--- src/rtl/ccrt_ram.sv ---
`default_nettype none
// ============================================================================
// ccrt_ram: generic simple dual-port RAM
// One write port, one read port with registered read data and read enable.
// ============================================================================
module ccrt_ram #(
  parameter int WIDTH = 8,
  parameter int DEPTH = 64,
  parameter int AW    = (DEPTH > 1) ? $clog2(DEPTH) : 1
) (
  input  wire logic             clk,
  input  wire logic             we,
  input  wire logic [AW-1:0]    waddr,
  input  wire logic [WIDTH-1:0] wdata,
  input  wire logic             re,
  input  wire logic [AW-1:0]    raddr,
  output logic      [WIDTH-1:0] rdata
);

  logic [WIDTH-1:0] mem [DEPTH];

  always_ff @(posedge clk) begin
    if (we) begin
      mem[waddr] <= wdata;
    end
    if (re) begin
      rdata <= mem[raddr];
    end
  end

endmodule
`default_nettype wire

--- config.mk ---
export PLATFORM = sky130hd
export DESIGN_NAME = ccrt_ram
export DESIGN_NICKNAME = d
export VERILOG_FILES = /design/src/rtl/ccrt_ram.sv
export SDC_FILE = /design/constraint.sdc
export NUM_CORES = 1
export LEC_CHECK = 0
export ABC_AREA = 1
export BUFFER_PORTS_ARGS = -buffer_cell sky130_fd_sc_hd__buf_4
export CAP_MARGIN = 20
export CORE_AREA = 2 2 222 224
export CTS_CLUSTER_SIZE = 20
export DETAILED_ROUTE_END_ITERATION = 6
export DIE_AREA = 0 0 224 226
export GPL_TIMING_DRIVEN = 0
export PLACE_DENSITY_LB_ADDON = 0.2
export SLEW_MARGIN = 10
export SYNTH_ARGS = -nofsm -noshare
export SYNTH_HDL_FRONTEND = slang
export SYNTH_SLANG_ARGS = --single-unit
--- constraint.sdc ---
create_clock -name clk -period 2.38 [get_ports clk]
set_input_delay 0.476 -clock clk [delete_from_list [all_inputs] [get_ports clk]]
set_output_delay 0.476 -clock clk [all_outputs]
set_load 0.05 [all_outputs]
# Yosys cells after proc, flatten, opt, wreduce, memory -nomap -nowiden
# Memory sizes are Yosys's and may differ from the RTL's. A register that Yosys moved wholly into a read port is not among the register bits.
# Cells that the tools add are included.
dict set report totals {
  latch_bits 0
  mem_count 1
  out_inout_bits 8
  ramBits 512
  register_bits 0
  elab_cells 3
  romBits 0
  input_bits 23
}
dict set report op_classes {
  div 0
  n_mul 0
  bitwise 0
  shift 0
  n_lt_le_gt_ge 0
  n_eq_ne 0
  muxes 2
  addsub 0
  n_reduce_logical 0
}
# name depth word_bits rd rd_clocked_by_memory_dff write_ports line_no
set mem_list {}
lappend mem_list {mem 64 8 1 1 1 20} ;# logic [WIDTH-1:0] mem [DEPTH];
# operator count
set ops {}
lappend ops {{1-bit 2-to-1 mux} 2}

# Longest topological paths before layout
dict set report logic_depth {
  word_depth 2
  mapped_depth 12
  mapped_depth_nobuf 9
}

# Worst setup path before layout
# OpenSTA, ideal clock, no wires.
dict set report synth_timing {
  kind {input-to-reg}
  from {input we}
  to {memory mem[48][0], enable pin}
  n_path_buf 1
  slack_ns 0.138
  setup_ns 0.395
  stages 3
  t_required_ns 1.985
  arrival_time_ns 1.847
  path_cell_list {clkbuf_1 -> nand4_1 -> nor4_1}
}
dict set report synth_via {
  elab_chain_len 2
}
# element line_no
set synth_lines {}
lappend synth_lines {{start: declaration} 12} ;# input wire logic we,
lappend synth_lines {{1-bit 2-to-1 mux} 23} ;# if (we) begin
lappend synth_lines {{1-bit 2-to-1 mux (not written as such)} 24} ;# mem[waddr] <= wdata;
lappend synth_lines {{end: declaration} 20}
# Every way passes these cells.

# Worst setup path after layout
dict set report layout_timing {
  from {input waddr[0]}
  to {memory mem[8][4], enable pin}
}
# element line_no
set layout_rtl {}
lappend layout_rtl {{start: declaration} 13} ;# input wire logic [AW-1:0] waddr,
# Straight into the memory's write port.

==> impl_metrics.json <==
{
  "grt_use_total_pct": 25.1,
  "pin_count": 31,
  "finalMaxSlewViolations": 0,
  "relSlewSlack_pct": 31.1,
  "status": "completed",
  "fin_crit_ns": 2.35,
  "seq_area_frac_synth_pct": 72.9,
  "synth_common_cells": "nand2_1, edfxtp_1, nand3_1, nor2_1, buf_2",
  "numCtsBuffers": 53,
  "yosysWarnings": 0,
  "critical_path_class": "in -> reg",
  "firstDrtPassIters": 6,
  "holdBufCountCts": 0,
  "post_cts_resized": 0,
  "dp_hpwl_um": 41800,
  "drc": 0,
  "path_max_fanout": 9,
  "gp_congestion": 0.981,
  "ys_types": 15,
  "worstMarginPinSlew_ns": 1.03,
  "clock_sinks": 520,
  "chipHeight_um": 226,
  "cts-root-buf": "clkbuf_16",
  "total_power_mw": 19.7,
  "nets": 1913,
  "rsz0062_at_grt": "yes",
  "antenna_found_initial": 4,
  "hold_class": "in -> reg",
  "port_buffers": 22,
  "vdd_drop_max_mv": 0.545,
  "area_growth_pct": 12.8,
  "drtIter0Drc": 1706,
  "synth.area.top_cells": "edfxtp_1, nand2_1, nand3_1",
  "rows": 81,
  "grt.overflow.total": 0,
  "core_mm2": 0.0483,
  "tritoncts": "done",
  "grt_pass1_wl_um": 90900,
  "route.vias.total": 14271,
  "synth_area_per_cell_um2": 11.9,
  "die_x_um": 224,
  "wl_um": 62800,
  "post-route-period-util_pct": 98.8,
  "detail-route-antenna-nets": 0,
  "ctsLongestPathBuffers": 3,
  "htreeDepth": 2,
  "synth_area_mm2": 0.0214,
  "dp.cells": 2457,
  "viasPerCell": 5.59,
  "finalSetupViolations": 0,
  "worstSkewPairLatency_ns": 0.61,
  "pre_cts_ws_ns": -0.507,
  "post_cts_buffers": 0,
  "critical_path_required_ns": 2.59,
  "synthArstFlopShare_pct": 0,
  "yosys.area.top_type_share_pct": 72.9,
  "stdcell_count": 2555,
  "drive_gt1_share_pct": 10.8,
  "first_global_vias": 13594,
  "p_per_area_mw_per_mm2": 814,
  "synth_most_common_cell": "nand2_1",
  "synth-edff-count": 520,
  "wire_per_inst_um": 24.6,
  "fmax_ghz": 0.425,
  "final_core_util_pct": 50.0,
  "cap_violations": 0,
  "timing.final.ws_setup_ns": 0.0297,
  "startpoint_type": "input port",
  "leakagePower_nw": 8.70,
  "synthCells": 1805,
  "clkTransAtPathRegs_ns": 0.06,
  "syn_nets": 1828,
  "arrival_ns": 2.56,
  "clock_skew_ns": 0.0242,
  "hold_viol_final": 0,
  "initial_core_util_pct": 44.3,
  "synth-seq-cells": 520,
  "synth_ff_type": "edfxtp_1",
  "synth_area_leader_cell": "edfxtp_1",
  "dieArea_mm2": 0.0506,
  "grt_max_degree": 65,
  "end_kind": "flip-flop"
}
-- registers in the layout, indices dropped and copies added (netlist names) --
register / cells
mem: 512
rdata: 8
-- metal layers --
layer  vias to the layer above  routed length [um]  GRT usage (%)  part of all wire (%)
li1                       6543                   -              -                     -
met1                      6963               25100           32.8                    40
met2                       613               30000           41.2                    48
met3                       146                4920           4.77                   7.8
met4                         6                2810           11.2                   4.5
met5                         -                  35              0                 0.056
-- through the flow --
step	TNS, ns	instance area, um2	hold WS, ns
after floorplan	0	21400	0.575
after global placement	-125.54	22400	0.751
after detailed placement	-161.71	22500	0.759
after CTS	0	24100	0.130
after global routing	-0.996	24100	0.153
final	0	24200	0.156
-- cell families after synthesis --
family	synth area share, %
buffers and inverters	4.01
DFF	72.9
and+or+nand+nor	23.1
-- cells in the final DEF (no fill, tap or decap) --
master / instances
clkbuf_1: 25
clkinv_1: 15
inv_2: 1
nor2_1: 48
clkinv_2: 12
buf_1: 10
buf_2: 38
nand3_1: 439
inv_6: 2
inv_1: 10
nand2_1: 648
nor4_2: 8
buf_8: 2
buf_6: 35
buf_4: 43
nand4_1: 9
nor2_2: 8
edfxtp_1: 520
diode_2: 1
bufinv_16: 4
clkbuf_16: 55
-- final cells by class --
class                           instances  area [um2]
Sequential cell                       520       15600
Multi-Input combinational cell       1160        5020
Timing Repair Buffer                   30         223
Buffer                                113         808
Tap cell                              622         778
Fill cell                            4257       24200
Antenna cell                            1        2.50
Inverter                               12        50.0
Clock buffer                           65        1410
Clock inverter                         32         245
-- final timing paths --
path | from | end | slack (ns) | cells after the start
worst max-delay path | waddr[0] | mem[8][4] | 0.03 | 4
worst min-delay path | re | rdata[1] | 0.16 | 1
worst max register to register | mem[49][3] | rdata[3] | 0.73 | 8
worst min register to register | mem[46][2] | rdata[2] | 1.00 | 8
-- critical path, cell delays in order --
cell	delay (ns)
clkbuf_1	0.24
inv_1	0.33
nand4_1	0.56
nor2_1	0.94
-- power by group --
part | leakage [nW] | total, mW | switching, mW | internal, mW
clock network | 0.821 | 8.08 | 3.46 | 4.62
registers | 4.69 | 10.2 | 0.0170 | 10.2
logic | 3.20 | 1.41 | 1.06 | 0.354
Note: power is estimated with default switching activity, not from simulation.
