==> config.mk <==
export PLATFORM = sky130hd
export DESIGN_NAME = ccrt_seq
export DESIGN_NICKNAME = d
export VERILOG_FILES = /design/src/rtl/ccrt_pkg.sv /design/src/rtl/ccrt_seq.sv
export SDC_FILE = /design/constraint.sdc
export NUM_CORES = 1
export LEC_CHECK = 0
export BUFFER_PORTS_ARGS = -buffer_cell sky130_fd_sc_hd__clkbuf_2
export CORE_ASPECT_RATIO = 2
export CORE_MARGIN = 4
export CORE_UTILIZATION = 50
export DETAILED_ROUTE_END_ITERATION = 6
export PLACE_DENSITY_LB_ADDON = 0.2
export SLEW_MARGIN = 20
export SYNTH_ARGS = -nofsm -noshare
export SYNTH_HDL_FRONTEND = slang
export SYNTH_SLANG_ARGS = --single-unit
==> constraint.sdc <==
create_clock -name clk -period 6.9 [get_ports clk]
set_input_delay 0.69 -clock clk [delete_from_list [all_inputs] [get_ports clk]]
set_output_delay 0.69 -clock clk [all_outputs]
set_load 0.005 [all_outputs]
==> src/rtl/ccrt_pkg.sv <==
`default_nettype none
// ============================================================================
// ccrt_pkg: shared definitions for the character class run tagger
// Widths, default sizes, the sequencer state type and the result beat type.
// ============================================================================
package ccrt_pkg;

  localparam int NUM_CLASSES_DEF = 64;
  localparam int TABLE_DEPTH     = 128;
  localparam int TABLE_AW        = 7;
  localparam int MAX_CLASSES     = 64;
  localparam int ACTIVE_W        = 7;
  localparam int CLASS_W         = 6;
  localparam int COUNT_W         = 8;
  localparam int OFFSET_W        = 32;
  localparam int MASK_W          = 64;

  localparam logic [TABLE_AW-1:0] HIGH_BYTE_ENTRY = TABLE_AW'(TABLE_DEPTH - 1);

  // Data byte versus table entry write.
  localparam logic FUNC_DATA  = 1'b0;
  localparam logic FUNC_TABLE = 1'b1;

  typedef enum logic [3:0] {
    S_IDLE  = 4'b0001,
    S_TBL   = 4'b0010,
    S_SCAN  = 4'b0100,
    S_DRAIN = 4'b1000
  } state_t;

  typedef struct packed {
    logic [CLASS_W-1:0]  class_index;
    logic [COUNT_W-1:0]  run_length;
    logic [OFFSET_W-1:0] end_offset;
    logic                last;
  } result_t;

endpackage
`default_nettype wire

==> src/rtl/ccrt_seq.sv <==
`default_nettype none
// ============================================================================
// ccrt_seq: run tagger sequencer
// Looks up the class mask, walks the run counters one class per cycle unless
// stalled, by read-modify-write, and merges ended runs into the output register.
// ============================================================================
module ccrt_seq #(
  parameter int NUM_CLASSES = ccrt_pkg::NUM_CLASSES_DEF,
  parameter int IW          = (NUM_CLASSES > 1) ? $clog2(NUM_CLASSES) : 1
) (
  input  wire logic                              clk,
  input  wire logic                              rst,
  // configuration
  input  wire logic                              cfg_we,
  input  wire logic [ccrt_pkg::ACTIVE_W-1:0]     cfg_wdata,
  // input channel
  input  wire logic                              in_valid,
  output logic                                   in_stall,
  input  wire logic                              func,
  input  wire logic [7:0]                        data_byte,
  input  wire logic [ccrt_pkg::TABLE_AW-1:0]     table_index,
  input  wire logic [ccrt_pkg::MASK_W-1:0]       class_mask,
  // class table RAM
  output logic                                   tbl_we,
  output logic [ccrt_pkg::TABLE_AW-1:0]          tbl_waddr,
  output logic [NUM_CLASSES-1:0]                 tbl_wdata,
  output logic                                   tbl_re,
  output logic [ccrt_pkg::TABLE_AW-1:0]          tbl_raddr,
  input  wire logic [NUM_CLASSES-1:0]            tbl_rdata,
  // run counter RAM
  output logic                                   cnt_we,
  output logic [IW-1:0]                          cnt_waddr,
  output logic [ccrt_pkg::COUNT_W-1:0]           cnt_wdata,
  output logic                                   cnt_re,
  output logic [IW-1:0]                          cnt_raddr,
  input  wire logic [ccrt_pkg::COUNT_W-1:0]      cnt_rdata,
  // output channel
  output logic                                   out_valid,
  input  wire logic                              out_stall,
  output ccrt_pkg::result_t                      out_beat
);

  ccrt_pkg::state_t state;
  logic [ccrt_pkg::ACTIVE_W-1:0] active_classes;
  logic [ccrt_pkg::ACTIVE_W-1:0] n_eff;
  logic [ccrt_pkg::ACTIVE_W-1:0] n_q;
  logic [NUM_CLASSES-1:0]        mask;
  logic [IW-1:0]                 idx;
  logic [ccrt_pkg::OFFSET_W-1:0] offset;
  logic [ccrt_pkg::TABLE_DEPTH-1:0] tbl_vld;
  logic [NUM_CLASSES-1:0]        cnt_vld;
  logic                          tv_q;
  logic                          cv_q;
  logic                          pend_v;
  ccrt_pkg::result_t             pend;

  logic                          accept;
  logic [ccrt_pkg::COUNT_W-1:0]  cur;
  logic                          hit;
  logic                          emit;
  logic                          is_last;
  logic                          out_free;
  logic                          scan_hold;
  logic                          push_mid;
  logic                          push_fin;
  logic                          drain_done;

  assign in_stall = (state != ccrt_pkg::S_IDLE);
  assign accept   = in_valid && (state == ccrt_pkg::S_IDLE);

  assign n_eff = (active_classes > ccrt_pkg::ACTIVE_W'(NUM_CLASSES)) ?
                 ccrt_pkg::ACTIVE_W'(NUM_CLASSES) : active_classes;

  assign tbl_we    = accept && (func == ccrt_pkg::FUNC_TABLE);
  assign tbl_waddr = table_index;
  assign tbl_wdata = class_mask[NUM_CLASSES-1:0];
  assign tbl_re    = accept && (func == ccrt_pkg::FUNC_DATA);
  assign tbl_raddr = data_byte[7] ? ccrt_pkg::HIGH_BYTE_ENTRY
                                  : data_byte[ccrt_pkg::TABLE_AW-1:0];

  // A counter never written since reset reads as zero.
  assign cur     = cv_q ? cnt_rdata : '0;
  assign hit     = mask[idx];
  assign emit    = !hit && (cur != '0);
  assign is_last = (ccrt_pkg::ACTIVE_W'(idx) == (n_q - ccrt_pkg::ACTIVE_W'(1)));

  assign out_free   = !out_valid || !out_stall;
  assign scan_hold  = (state == ccrt_pkg::S_SCAN) && emit && pend_v && !out_free;
  assign push_mid   = (state == ccrt_pkg::S_SCAN) && emit && pend_v && out_free;
  assign push_fin   = (state == ccrt_pkg::S_DRAIN) && pend_v && out_free;
  assign drain_done = (state == ccrt_pkg::S_DRAIN) && (!pend_v || out_free);

  assign cnt_we    = (state == ccrt_pkg::S_SCAN) && !scan_hold;
  assign cnt_waddr = idx;
  assign cnt_wdata = hit ? cur + ccrt_pkg::COUNT_W'(1) : '0;
  assign cnt_re    = ((state == ccrt_pkg::S_TBL) && (n_q != '0)) ||
                     ((state == ccrt_pkg::S_SCAN) && !scan_hold && !is_last);
  assign cnt_raddr = (state == ccrt_pkg::S_TBL) ? '0 : idx + IW'(1);

  always_ff @(posedge clk) begin
    if (rst) begin
      state          <= ccrt_pkg::S_IDLE;
      active_classes <= '0;
      offset         <= '0;
      tbl_vld        <= '0;
      cnt_vld        <= '0;
      pend_v         <= 1'b0;
      out_valid      <= 1'b0;
    end else begin
      if (cfg_we) begin
        active_classes <= cfg_wdata;
      end
      if (tbl_we) begin
        tbl_vld[table_index] <= 1'b1;
      end
      if (cnt_we) begin
        cnt_vld[idx] <= 1'b1;
      end

      if (push_mid || push_fin) begin
        out_valid <= 1'b1;
      end else if (!out_stall) begin
        out_valid <= 1'b0;
      end

      unique case (state)
        ccrt_pkg::S_IDLE: begin
          if (tbl_re) begin
            state <= ccrt_pkg::S_TBL;
          end
        end
        ccrt_pkg::S_TBL: begin
          if (n_q == '0) begin
            offset <= offset + ccrt_pkg::OFFSET_W'(1);
            state  <= ccrt_pkg::S_IDLE;
          end else begin
            state <= ccrt_pkg::S_SCAN;
          end
        end
        ccrt_pkg::S_SCAN: begin
          if (!scan_hold) begin
            if (emit) begin
              pend_v <= 1'b1;
            end
            if (is_last) begin
              state <= ccrt_pkg::S_DRAIN;
            end
          end
        end
        ccrt_pkg::S_DRAIN: begin
          if (drain_done) begin
            pend_v <= 1'b0;
            offset <= offset + ccrt_pkg::OFFSET_W'(1);
            state  <= ccrt_pkg::S_IDLE;
          end
        end
        default: begin
          state <= ccrt_pkg::S_IDLE;
        end
      endcase
    end
  end

  // Payload registers.
  always_ff @(posedge clk) begin
    if (tbl_re) begin
      tv_q <= tbl_vld[tbl_raddr];
      n_q  <= n_eff;
    end
    if (state == ccrt_pkg::S_TBL) begin
      mask <= tv_q ? tbl_rdata : '0;
      idx  <= '0;
    end else if ((state == ccrt_pkg::S_SCAN) && !scan_hold && !is_last) begin
      idx <= idx + IW'(1);
    end
    if (cnt_re) begin
      cv_q <= cnt_vld[cnt_raddr];
    end
    if ((state == ccrt_pkg::S_SCAN) && !scan_hold && emit) begin
      pend.class_index <= ccrt_pkg::CLASS_W'(idx);
      pend.run_length  <= cur;
      pend.end_offset  <= offset;
      pend.last        <= 1'b0;
    end
    // Only the beat handed over while draining is the final one of its byte.
    if (push_mid || push_fin) begin
      out_beat <= '{class_index: pend.class_index,
                    run_length:  pend.run_length,
                    end_offset:  pend.end_offset,
                    last:        pend.last | push_fin};
    end
  end

endmodule
`default_nettype wire

=== After elaboration in Yosys (flattened, before gate mapping) ===
Index checks and enable logic that the tools add are counted.

* Output and inout port bits: 151
* Flip-flop bits (word level): 409

* Equal/unequal tests: 13
* Reduce and logical (&&, ||, !) cells: 36
* Magnitude comparators: 7
* Bitwise gates (word level): 3
* Add/subtract/negate cells: 4
* Muxes and demuxes: 29

{| class="wikitable"
|+ Operators by type and width
! operator !! count
|-
| OR 128 bit || 1
|-
| 2-to-1 mux 32 bit || 2
|-
| OR 64 bit || 1
|-
| case mux 32 bit (2 select lines) || 1
|-
| adder 32 x 1 -> 32 bit (second input constant) || 1
|-
| logical AND 1 bit || 17
|-
| < comparator 7 x 8 -> 1 bit (second input constant) || 2
|-
| 2-to-1 mux 4 bit || 4
|-
| 2-to-1 mux 8 bit || 2
|-
| case mux 4 bit (4 select lines) || 1
|-
| < comparator 6 x 7 -> 1 bit (second input constant) || 2
|-
| binary-select mux 1 bit (select 6 bit) || 2
|-
| != test 2 bit (second input constant) || 6
|-
| 2-to-1 mux 1 bit || 10
|-
| adder 8 x 1 -> 8 bit (second input constant) || 1
|-
| AND reduction 4 bit || 2
|-
| nonzero test 8 bit || 1
|-
| binary-select mux 1 bit (select 7 bit) || 1
|-
| demux 1 bit (select 7 bit) || 1
|-
| equality test 6 x 7 -> 1 bit || 1
|-
| >= comparator 7 x 1 -> 1 bit (second input constant) || 1
|-
| > comparator 7 bit (second input constant) || 1
|-
| logical NOT 1 bit || 7
|-
| logical NOT 7 bit || 1
|-
| 19 further kinds || 23
|}

=== Logic depth before layout (Yosys ltp) ===
Gate-level depths: netlist of the first run.

* Depth in word-level cells: 11
* Gate-level depth with buffers: 12

=== Worst setup path after synthesis of the first run ===
No wires, ideal clock.

* Path kind: reg-to-reg
* Start: register idx[1], in the netlist cnt_waddr[1]
* End: register out_beat[0] in the netlist's numbering (enable)
* Setup time: 467 ps
* Required time: 6433 ps
* Path buffers: 3
* Path slack: 1774 ps
* Arrival: 4659 ps
* Cell stages (with the launch flop): 11
* Path through: dfxtp_1 -> clkbuf_1 -> buf_2 -> mux2i_1 -> o22ai_1 -> o31a_1 -> a211oi_1 -> and4_1 -> clkbuf_1 -> nand2_1 -> a21oi_1

* Longest elaborated chain between the ends: 8

{| class="wikitable"
|+ Ends and longest elaborated chain
! item !! RTL line !! source
|-
| from (decl) || ccrt_seq.sv:48 || <nowiki>logic [IW-1:0] idx;</nowiki>
|-
| from (signal assigned) || ccrt_seq.sv:174 || <nowiki>idx <= idx + IW'(1);</nowiki>
|-
| binary-select mux 1 bit (select 6 bit) || ccrt_seq.sv:83 || <nowiki>assign hit = mask[idx];</nowiki>
|-
| 2-to-1 mux 1 bit (implied by the code) || ccrt_seq.sv:83 ||
|-
| logical NOT 1 bit || ccrt_seq.sv:84 || <nowiki>assign emit = !hit && (cur != '0);</nowiki>
|-
| logical AND 1 bit || ccrt_seq.sv:84 ||
|-
| logical AND 1 bit (3 in a row) || ccrt_seq.sv:89 || <nowiki>assign push_mid = (state == ccrt_pkg::S_SCAN) && emit && pend_v && out_free;</nowiki>
|-
| logical OR 1 bit || ccrt_seq.sv:186 || <nowiki>if (push_mid || push_fin) begin</nowiki>
|-
| to (signal assigned) || ccrt_seq.sv:187 || <nowiki>out_beat <= '{class_index: pend.class_index,</nowiki>
|-
| to (decl) || ccrt_seq.sv:40 || <nowiki>output ccrt_pkg::result_t out_beat</nowiki>
|}

No other way between the ends. The select of a mux whose other input is x is not followed.
A chain may end at the register's enable or synchronous reset.

=== Worst setup path in the final report of the first run ===
* Start: register idx[0], in the netlist cnt_waddr[0]
* End: output port cnt_re

* Longest elaborated chain between the ends: 11
* Elaborated cells between the ends (all ways): 13
* Those cells by class: 1 x eq/ne; 2 x mux; 10 x reduce/logical

{| class="wikitable"
|+ Ends and longest elaborated chain
! item !! RTL line !! source
|-
| binary-select mux 1 bit (select 6 bit) || ccrt_seq.sv:83 ||
|-
| 2-to-1 mux 1 bit (implied by the code) || ccrt_seq.sv:83 ||
|-
| logical NOT 1 bit || ccrt_seq.sv:84 ||
|-
| logical AND 1 bit || ccrt_seq.sv:84 ||
|-
| logical AND 1 bit (3 in a row) || ccrt_seq.sv:88 || <nowiki>assign scan_hold = (state == ccrt_pkg::S_SCAN) && emit && pend_v && !out_free;</nowiki>
|-
| logical NOT 1 bit || ccrt_seq.sv:97 || <nowiki>((state == ccrt_pkg::S_SCAN) && !scan_hold && !is_last);</nowiki>
|-
| logical AND 1 bit || ccrt_seq.sv:97 ||
|-
| logical AND 1 bit * || ccrt_seq.sv:97 ||
|-
| logical OR 1 bit * || ccrt_seq.sv:96 || <nowiki>assign cnt_re = ((state == ccrt_pkg::S_TBL) && (n_q != '0)) ||</nowiki>
|-
| to (decl) || ccrt_seq.sv:34 || <nowiki>output logic cnt_re,</nowiki>
|}

Mark *: on every way between the ends. The rest lies on a longest branch, timed or not. The select of a mux whose other input is x is not followed.

==> results_dict.tcl, run 1 <==
set metrics [dict create \
    status "finished, final reports clean" \
    postCtsSetupBuffers 0 \
    seq_area_frac_synth 0.5692 \
    synth-seq-cells 409 \
    cts_tree "yes" \
    powerDensity_mw_per_mm2 311.6 \
    vias_per_cell 5.791 \
    dp_hpwl_um 35150 \
    drc 0 \
    via_count 12936 \
    rsz0062_at_grt "no" \
    coreArea_mm2 0.03423 \
    n_fill_cell 2982 \
    cts-root-buf "clkbuf_16" \
    finalWorstSetupSlack_ps 2340 \
    yosysTopAreaCell "edfxtp_1" \
    rows 96 \
    synth_fp_nets 1849 \
    fmax_mhz 219.3 \
    path_class "reg2out" \
    max-cap-violations 0 \
    fin_crit_ps 4560 \
    final_cell_mix "275 x nor2_1, 243 x dfxtp_1, 190 x a21oi_1" \
    dieHeight_um 271.1 \
    cts.sinks 409 \
    ctsResizeCount 0 \
    skew_ps 19.87 \
    portBuffers 186 \
    ys_warn_count 0 \
    place_ws_ps 2652 \
    ios 315 \
    worstMarginPinSlew_ps 1087 \
    track_usage 0.2479 \
    fin_area_mm2 0.01944 \
    grt_max_degree 103 \
    yosysTopAreaCellShare 0.2881 \
    dpl-instance-area_mm2 0.01815 \
    grt-ovfl-total 0 \
    peakVddDrop_v 0.0002852 \
    antennaDiodeCount 0 \
    clk_latency_ps 550 \
    synth_edf_count 166 \
    drive_gt1_frac 0.1891 \
    firstDrtPassIters 5 \
    synthesis.area_mm2 0.01730 \
    synth.area.top_cells "edfxtp_1 29%, dfxtp_1 28%, nor2_1 6.0%, a21oi_1 5.5%, mux4_2 3.3%" \
    syn_to_final_growth_pct 12.34 \
    dieArea_mm2 0.03783 \
    finalSetupTns_ps 0 \
    netlist_instances 1679 \
    drtAntennaViolNets 0 \
    grt_pass1_wl_um 72730 \
    cts_buffers 37 \
    grt_antenna_before_repair 0 \
    grt_pass1_vias 12846 \
    worst_ep_arrival_time_ps 3870 \
    drtIter0Drc 696 \
    critPathRequiredTime_ps 6210 \
    crit_path_start_kind "register" \
    ys.flop_type "dfxtp_1" \
    path_max_fanout 68 \
    cts_hold_buffers 0 \
    final_hold_viol_count 0 \
    fin_crit_sh 0.6609 \
    final_max_slew_viol_count 0 \
    layout_commonest_cell "nor2_1" \
    cts_htree_levels 2 \
    p_leak_nw 7.179 \
    wl_per_cell_um 21.45 \
    async_reset_ff_frac 0 \
    start_util 0.5055 \
    synthDistinctLibCells 67 \
    slew_headroom 0.2747 \
    die_w_um 139.5 \
    nets 1935 \
    hp-class "in2reg" \
    globalplace.congestion 0.9710 \
    min_delay_path_depth 3 \
    routed_wl_um 47920 \
    avgSynthCellArea_um2 10.31 \
    clockBufferDepth 3 \
    reg2reg_depth 9 \
    end_kind "output pin" \
    setup_viol 0 \
    path_clk_slew_ps 70 \
]
-- power by group --
| group | internal (mW) | switching [mW] |
|---|---|---|
| clock network | 1.23 | 0.901 |
| registers | 2.58 | 0.113 |
| logic | 0.440 | 0.784 |
-- sequential cells by signal, summed over array words and instances (netlist names), 7 cells and up --
register,cells
tbl_vld,128
cnt_vld,64
mask,64
out_beat,47
pend,46
offset,32
active_classes,7
n_q,7
-- cell type report --
| cell class | instances | area (um2) | share of cell area |
|---|---|---|---|
| Clock buffer | 54 | 1140 | 0.05864 |
| Clock inverter | 13 | 132.6 | 0.006823 |
| Inverter | 34 | 127.6 | 0.006565 |
| Multi-Input combinational cell | 1069 | 6477 | 0.3332 |
| Sequential cell | 409 | 9849 | 0.5067 |
| Tap cell | 441 | 551.8 | 0.02839 |
| Timing Repair Buffer | 214 | 1160 | 0.05967 |
-- critical path, cell delays in order (launching register included) --
cell,delay (ps)
dfxtp_1,810
buf_4,390
mux4_2,540
mux2_2,280
nand3_1,90
and4_1,230
nand3_2,70
buf_4,330
nand2b_1,250
nand2_1,150
clkbuf_2,170
-- synth_stat cells, types with 6 or more instances --
master,number
nor2_1,276
a31oi_1,59
clkbuf_1,76
nand2b_1,14
a21oi_1,191
inv_1,29
nand3_1,33
o21ai_0,44
dfxtp_1,243
and2_1,72
or3_1,10
ha_1,6
xor2_1,19
nand2_1,75
nor4_1,8
nor2b_1,13
mux2i_1,32
mux2_2,19
a211oi_1,12
and3_1,12
buf_2,13
o211ai_1,9
nor3_1,28
o221ai_1,6
mux4_2,25
buf_4,71
xnor2_1,22
edfxtp_1,166
buf_1,7
-- through the flow --
step             util  cells  total power, mW  hold slack, ps
2_1_floorplan       -   1679            3.534           400.3
3_3_place_gp   0.5295   2166            3.951           400.7
3_5_place_dp   0.5303   2167            3.967           404.5
4_1_cts        0.5675   2234            6.101           394.0
5_1_grt        0.5678   2234            6.299           408.7
6_report       0.5678   2234            6.057           412.5
-- cells by family after synthesis --
family	Yosys count	share of synthesized area
XOR/XNOR	41	0.02075
AO/OA/AOI/OAI	365	0.1232
multiplexers	76	0.06341
adder cells (fa/ha/maj)	6	0.004338
buffers and inverters	201	0.05994
AND/OR/NAND/NOR	581	0.1591
flip-flops	409	0.5692
-- worst paths after layout --
kind	startpoint	to	slack (ps)
hold reg to reg	pend[23]	out_beat[23]	420
setup / recovery	cnt_waddr[0]	cnt_re	2340
hold / removal	cfg_wdata[1]	active_classes[1]	410
setup reg to reg	cnt_waddr[0]	out_beat[25]	2670
-- metal layers --
layer / wire, um / vias to the layer above / global-route usage
li1: - / 6067 / -
met1: 15080 / 6156 / 0.2355
met2: 26350 / 549 / 0.4699
met3: 2916 / 162 / 0.05200
met4: 3472 / 2 / 0.1575
met5: 98 / - / 0.01974
(Power assumes the default switching activity.)
==> run 2: changes to the inputs <==
==> constraint.sdc (replaced) <==
create_clock -name clk -period 3.88 [get_ports clk]
set_input_delay 0.388 -clock clk [delete_from_list [all_inputs] [get_ports clk]]
set_output_delay 0.388 -clock clk [all_outputs]
set_load 0.005 [all_outputs]
==> results_dict.tcl, run 2 (synthesis gave the netlist of run 1 again) <==
set metrics [dict create \
    status "finished, violations left" \
    violations "design-rule violations" \
    crit_start "n_q[3]" \
    dp.cells 2187 \
    path_max_fanout 10 \
    grt_pass1_wl_um 72600 \
    syn_to_final_growth_pct 12.02 \
    n_fill_cell 2992 \
    min-delay-start "cfg_wdata[6]" \
    dieArea_mm2 0.03783 \
    fin_area_mm2 0.01938 \
    globalplace.congestion 0.9130 \
    path_clk_slew_ps 70 \
    cts_htree_levels 2 \
    die_w_um 139.5 \
    max-cap-violations 0 \
    nets 1954 \
    final_cell_mix "275 x nor2_1, 243 x dfxtp_1, 190 x a21oi_1" \
    rows 96 \
    cts.sinks 409 \
    path_class "reg2out" \
    drtIter0Drc 684 \
    regArea_mm2 0.009849 \
    grt_antenna_before_repair 0 \
    powerDensity_mw_per_mm2 538.5 \
    drc 3 \
    postCtsSetupBuffers 0 \
    reg_top3 "tbl_vld: 128 flops, cnt_vld: 64 flops, mask: 64 flops" \
    peakVddDrop_v 0.0003804 \
    antennaDiodeCount 0 \
    worstMarginPinSlew_ps 1147 \
    drtAntennaViolNets 0 \
    track_usage 0.2449 \
    worst_ep_arrival_time_ps 3380 \
    wl_per_cell_um 21.02 \
    reg2reg_from "cnt_waddr[1]" \
    routed_wl_um 47360 \
    grt_pass1_vias 13253 \
    final_hold_viol_count 0 \
    dpl-instance-area_mm2 0.01829 \
    cts_tree "yes" \
    fin_crit_ps 3771 \
    fin_cells 2253 \
    coreArea_mm2 0.03423 \
    fin_crit_sh 0.9719 \
    critPathRequiredTime_ps 3490 \
    grt_max_degree 112 \
    skew_ps 23.72 \
    multi_input_area_mm2 0.006442 \
    layout_commonest_cell "nor2_1" \
    regMostFlops "tbl_vld" \
    dieHeight_um 271.1 \
    end_kind "output pin" \
    grt-ovfl-total 0 \
    start_util 0.5055 \
    largest_reg_flops 128 \
    reg2reg_setup_slack_ps 570 \
    clockBufferDepth 3 \
    hp-class "in2reg" \
    vias_per_cell 5.775 \
    final_max_slew_viol_count 0 \
    via_count 13010 \
    clk_latency_ps 540 \
    portBuffers 186 \
    fmax_mhz 265.2 \
    firstDrtPassIters 7 \
    p_leak_nw 7.185 \
    ios 315 \
    drive_gt1_frac 0.1932 \
    cts-root-buf "clkbuf_16" \
    crit_path_start_kind "register" \
    dp_hpwl_um 34770 \
    cts_buffers 36 \
    setup_viol 0 \
    cts_hold_buffers 0 \
    slew_headroom 0.2296 \
]
[run 2: through the flow]
| stage | setup slack (ps) | hold slack (ps) | power (mW) | utilization | TNS (ps) |
|---|---|---|---|---|---|
| 6_report | 109.0 | 95.91 | 10.44 | 0.5662 | 0 |
| 5_1_grt | -66.06 | 125.0 | 10.89 | 0.5662 | -66.06 |
| 4_1_cts | 130.3 | 78.28 | 10.49 | 0.5662 | 0 |
| 3_5_place_dp | 577.3 | 404.5 | 7.139 | 0.5344 | 0 |
| 3_3_place_gp | 641.7 | 400.9 | 7.123 | 0.5344 | 0 |
| 2_1_floorplan | 222.9 | 400.3 | 6.284 | - | 0 |
[run 2: metal layers]
layer  vias to the layer above  GRT usage  share of wire
met4                         0     0.1554          0.070
met3                       173    0.04351          0.058
met5                         -          0              0
met1                      6192     0.2305           0.32
li1                       6122          -              -
met2                       523     0.4744           0.55
[run 2: worst paths after layout]
kind	endpoint	cells past startpoint
setup reg to reg	pend[32]	8
hold / removal	active_classes[6]	3
setup / recovery	cnt_re	8
hold reg to reg	out_beat[23]	0
[run 2: power breakdown]
group | internal, mW | switching (mW)
sequential | 4.60 | 0.174
clock | 1.82 | 1.55
combinational | 0.885 | 1.41
[run 2: repair_timing]
item,in CTS,in global routing
setup endpoints to repair,0,1
hold endpoints to repair,0,0
resized for setup,0,1
[run 2: layout make-up]
cell class,instances,area share
clock buffer,51,0.05157
timing repair buffer,234,0.06823
tap,441,0.02847
clock inverter,15,0.004648
multi-input combinational,1069,0.3324
inverter,34,0.006584
sequential,409,0.5081
[run 2: critical path, stage by stage, from the launching register on]
cell and delay (ps):
edfxtp_1 500, or4_1 570, or4_1 410, and3_1 170, o21ai_0 270, a41o_2 360
nand2b_1 200, nand2_1 190, clkbuf_2 180
==> run 3: changes to the inputs <==
--- a/config.mk
+++ b/config.mk
@@ -6,6 +6,7 @@
 export NUM_CORES = 1
 export LEC_CHECK = 0
 export BUFFER_PORTS_ARGS = -buffer_cell sky130_fd_sc_hd__clkbuf_2
+export CAP_MARGIN = 5
 export CORE_ASPECT_RATIO = 2
 export CORE_MARGIN = 4
 export CORE_UTILIZATION = 50
@@ -15,3 +16,4 @@
 export SYNTH_ARGS = -nofsm -noshare
 export SYNTH_HDL_FRONTEND = slang
 export SYNTH_SLANG_ARGS = --single-unit
+export TNS_END_PERCENT = 30
==> constraint.sdc (replaced) <==
create_clock -name clk -period 4.6 [get_ports clk]
set_input_delay 0.46 -clock clk [delete_from_list [all_inputs] [get_ports clk]]
set_output_delay 0.46 -clock clk [all_outputs]
set_load 0.005 [all_outputs]
==> results_dict.tcl, run 3 (synthesis gave the netlist of run 1 again) <==
set metrics [dict create \
    status "finished, final reports clean" \
    setup_viol 0 \
    cts_buffers 36 \
    portBuffers 186 \
    reg2reg_from "cnt_waddr[0]" \
    drc 0 \
    min-delay-start "cfg_wdata[3]" \
    peakVddDrop_v 0.0003048 \
    cts_tree "yes" \
    path_class "reg2out" \
    final_cell_mix "274 x nor2_1, 243 x dfxtp_1, 190 x a21oi_1" \
    coreArea_mm2 0.03423 \
    syn_to_final_growth_pct 12.37 \
    fmax_mhz 254.5 \
    dp_hpwl_um 35030 \
    ios 315 \
    max-cap-violations 0 \
    fin_crit_sh 0.8541 \
    dieHeight_um 271.1 \
    routed_wl_um 47620 \
    firstDrtPassIters 7 \
    drtAntennaViolNets 0 \
    cts_htree_levels 2 \
    cts_hold_buffers 0 \
    critPathRequiredTime_ps 4140 \
    start_util 0.5055 \
    drtIter0Drc 622 \
    drive_gt1_frac 0.1925 \
    clk_latency_ps 540 \
    whs_ps 170.5 \
    grt-ovfl-total 0 \
    powerDensity_mw_per_mm2 465.1 \
    path_max_fanout 10 \
    worstMarginPinSlew_ps 1198 \
    nets 1940 \
    globalplace.congestion 0.9350 \
    postCtsSetupBuffers 0 \
    regMostFlops "tbl_vld" \
    finalPower_mw 9.043 \
    grt_pass1_wl_um 72880 \
    cts.sinks 409 \
    clockBufferDepth 3 \
    final_hold_viol_count 0 \
    track_usage 0.2469 \
    final_max_slew_viol_count 0 \
    antennaDiodeCount 0 \
    reg_top3 "tbl_vld: 128 flops, cnt_vld: 64 flops, mask: 64 flops" \
    layout_commonest_cell "nor2_1" \
    crit_path_start_kind "register" \
    rsz0062_at_grt "no" \
    die_w_um 139.5 \
    hp-class "in2reg" \
    rows 96 \
    wl_per_cell_um 21.28 \
    grt_pass1_vias 13053 \
    fin_crit_ps 3929 \
    dieArea_mm2 0.03783 \
    slew_headroom 0.1954 \
    skew_ps 19.75 \
    largest_reg_flops 128 \
    vias_per_cell 5.787 \
    grt_antenna_before_repair 0 \
    path_clk_slew_ps 70 \
    crit_start "n_q[3]" \
    grt_max_degree 157 \
    via_count 12952 \
    end_kind "output pin" \
    cts-root-buf "clkbuf_16" \
    worst_ep_arrival_time_ps 3470 \
    p_leak_nw 7.205 \
    ctsResizeCount 0 \
]
run 3: metrics by stage:
step | setup WS [ps] | std cells | TNS (ps) | utilization | area, um2
2_1_floorplan | -133.7 | 1679 | -6151 | - | 17310
3_3_place_gp | 933.4 | 2173 | 0 | 0.5312 | 18180
3_5_place_dp | 832.1 | 2173 | 0 | 0.5316 | 18200
4_1_cts | 698.5 | 2238 | 0 | 0.5676 | 19430
5_1_grt | 521.2 | 2238 | 0 | 0.5680 | 19440
6_report | 671.2 | 2238 | 0 | 0.5680 | 19440
run 3: power by group:
part / internal, mW / switching (mW) / total (mW)
sequential: 3.88 / 0.155 / 4.03
clock: 1.83 / 1.34 / 3.17
combinational: 0.679 / 1.17 / 1.85
total: 6.38 / 2.66 / 9.04
run 3: metal layers:
layer	track usage	vias to the layer above	wire length, um
li1	-	6082	-
met1	0.2385	6231	15590
met2	0.4646	476	25710
met3	0.03944	163	2354
met4	0.1769	0	3958
met5	0	-	0
run 3: cell type report:
type                    count  area (um2)
fillers                  2997       14790
inverters                  34       127.6
flip-flops and latches    409        9849
repair buffers            220        1207
clock inverters            16       191.4
clock buffers              49        1042
multi-input cells        1069        6475
well taps                 441       551.8
run 3: worst max-delay path, cell delays in order (launching register included):
cell,delay [ps]
edfxtp_1,510
or4_1,570
or4_1,410
and3_1,170
o21ai_0,220
a41o_1,410
nand2b_1,230
nand2_1,210
clkbuf_2,190
run 3: path summary, 6_finish.rpt:
path,endpoint,slack (ps),cells after the start
worst max-delay path,cnt_re,670,8
worst min-delay path,active_classes[3],170,3
worst min register to register,out_beat[20],420,0
worst max register to register,out_beat[25],840,8
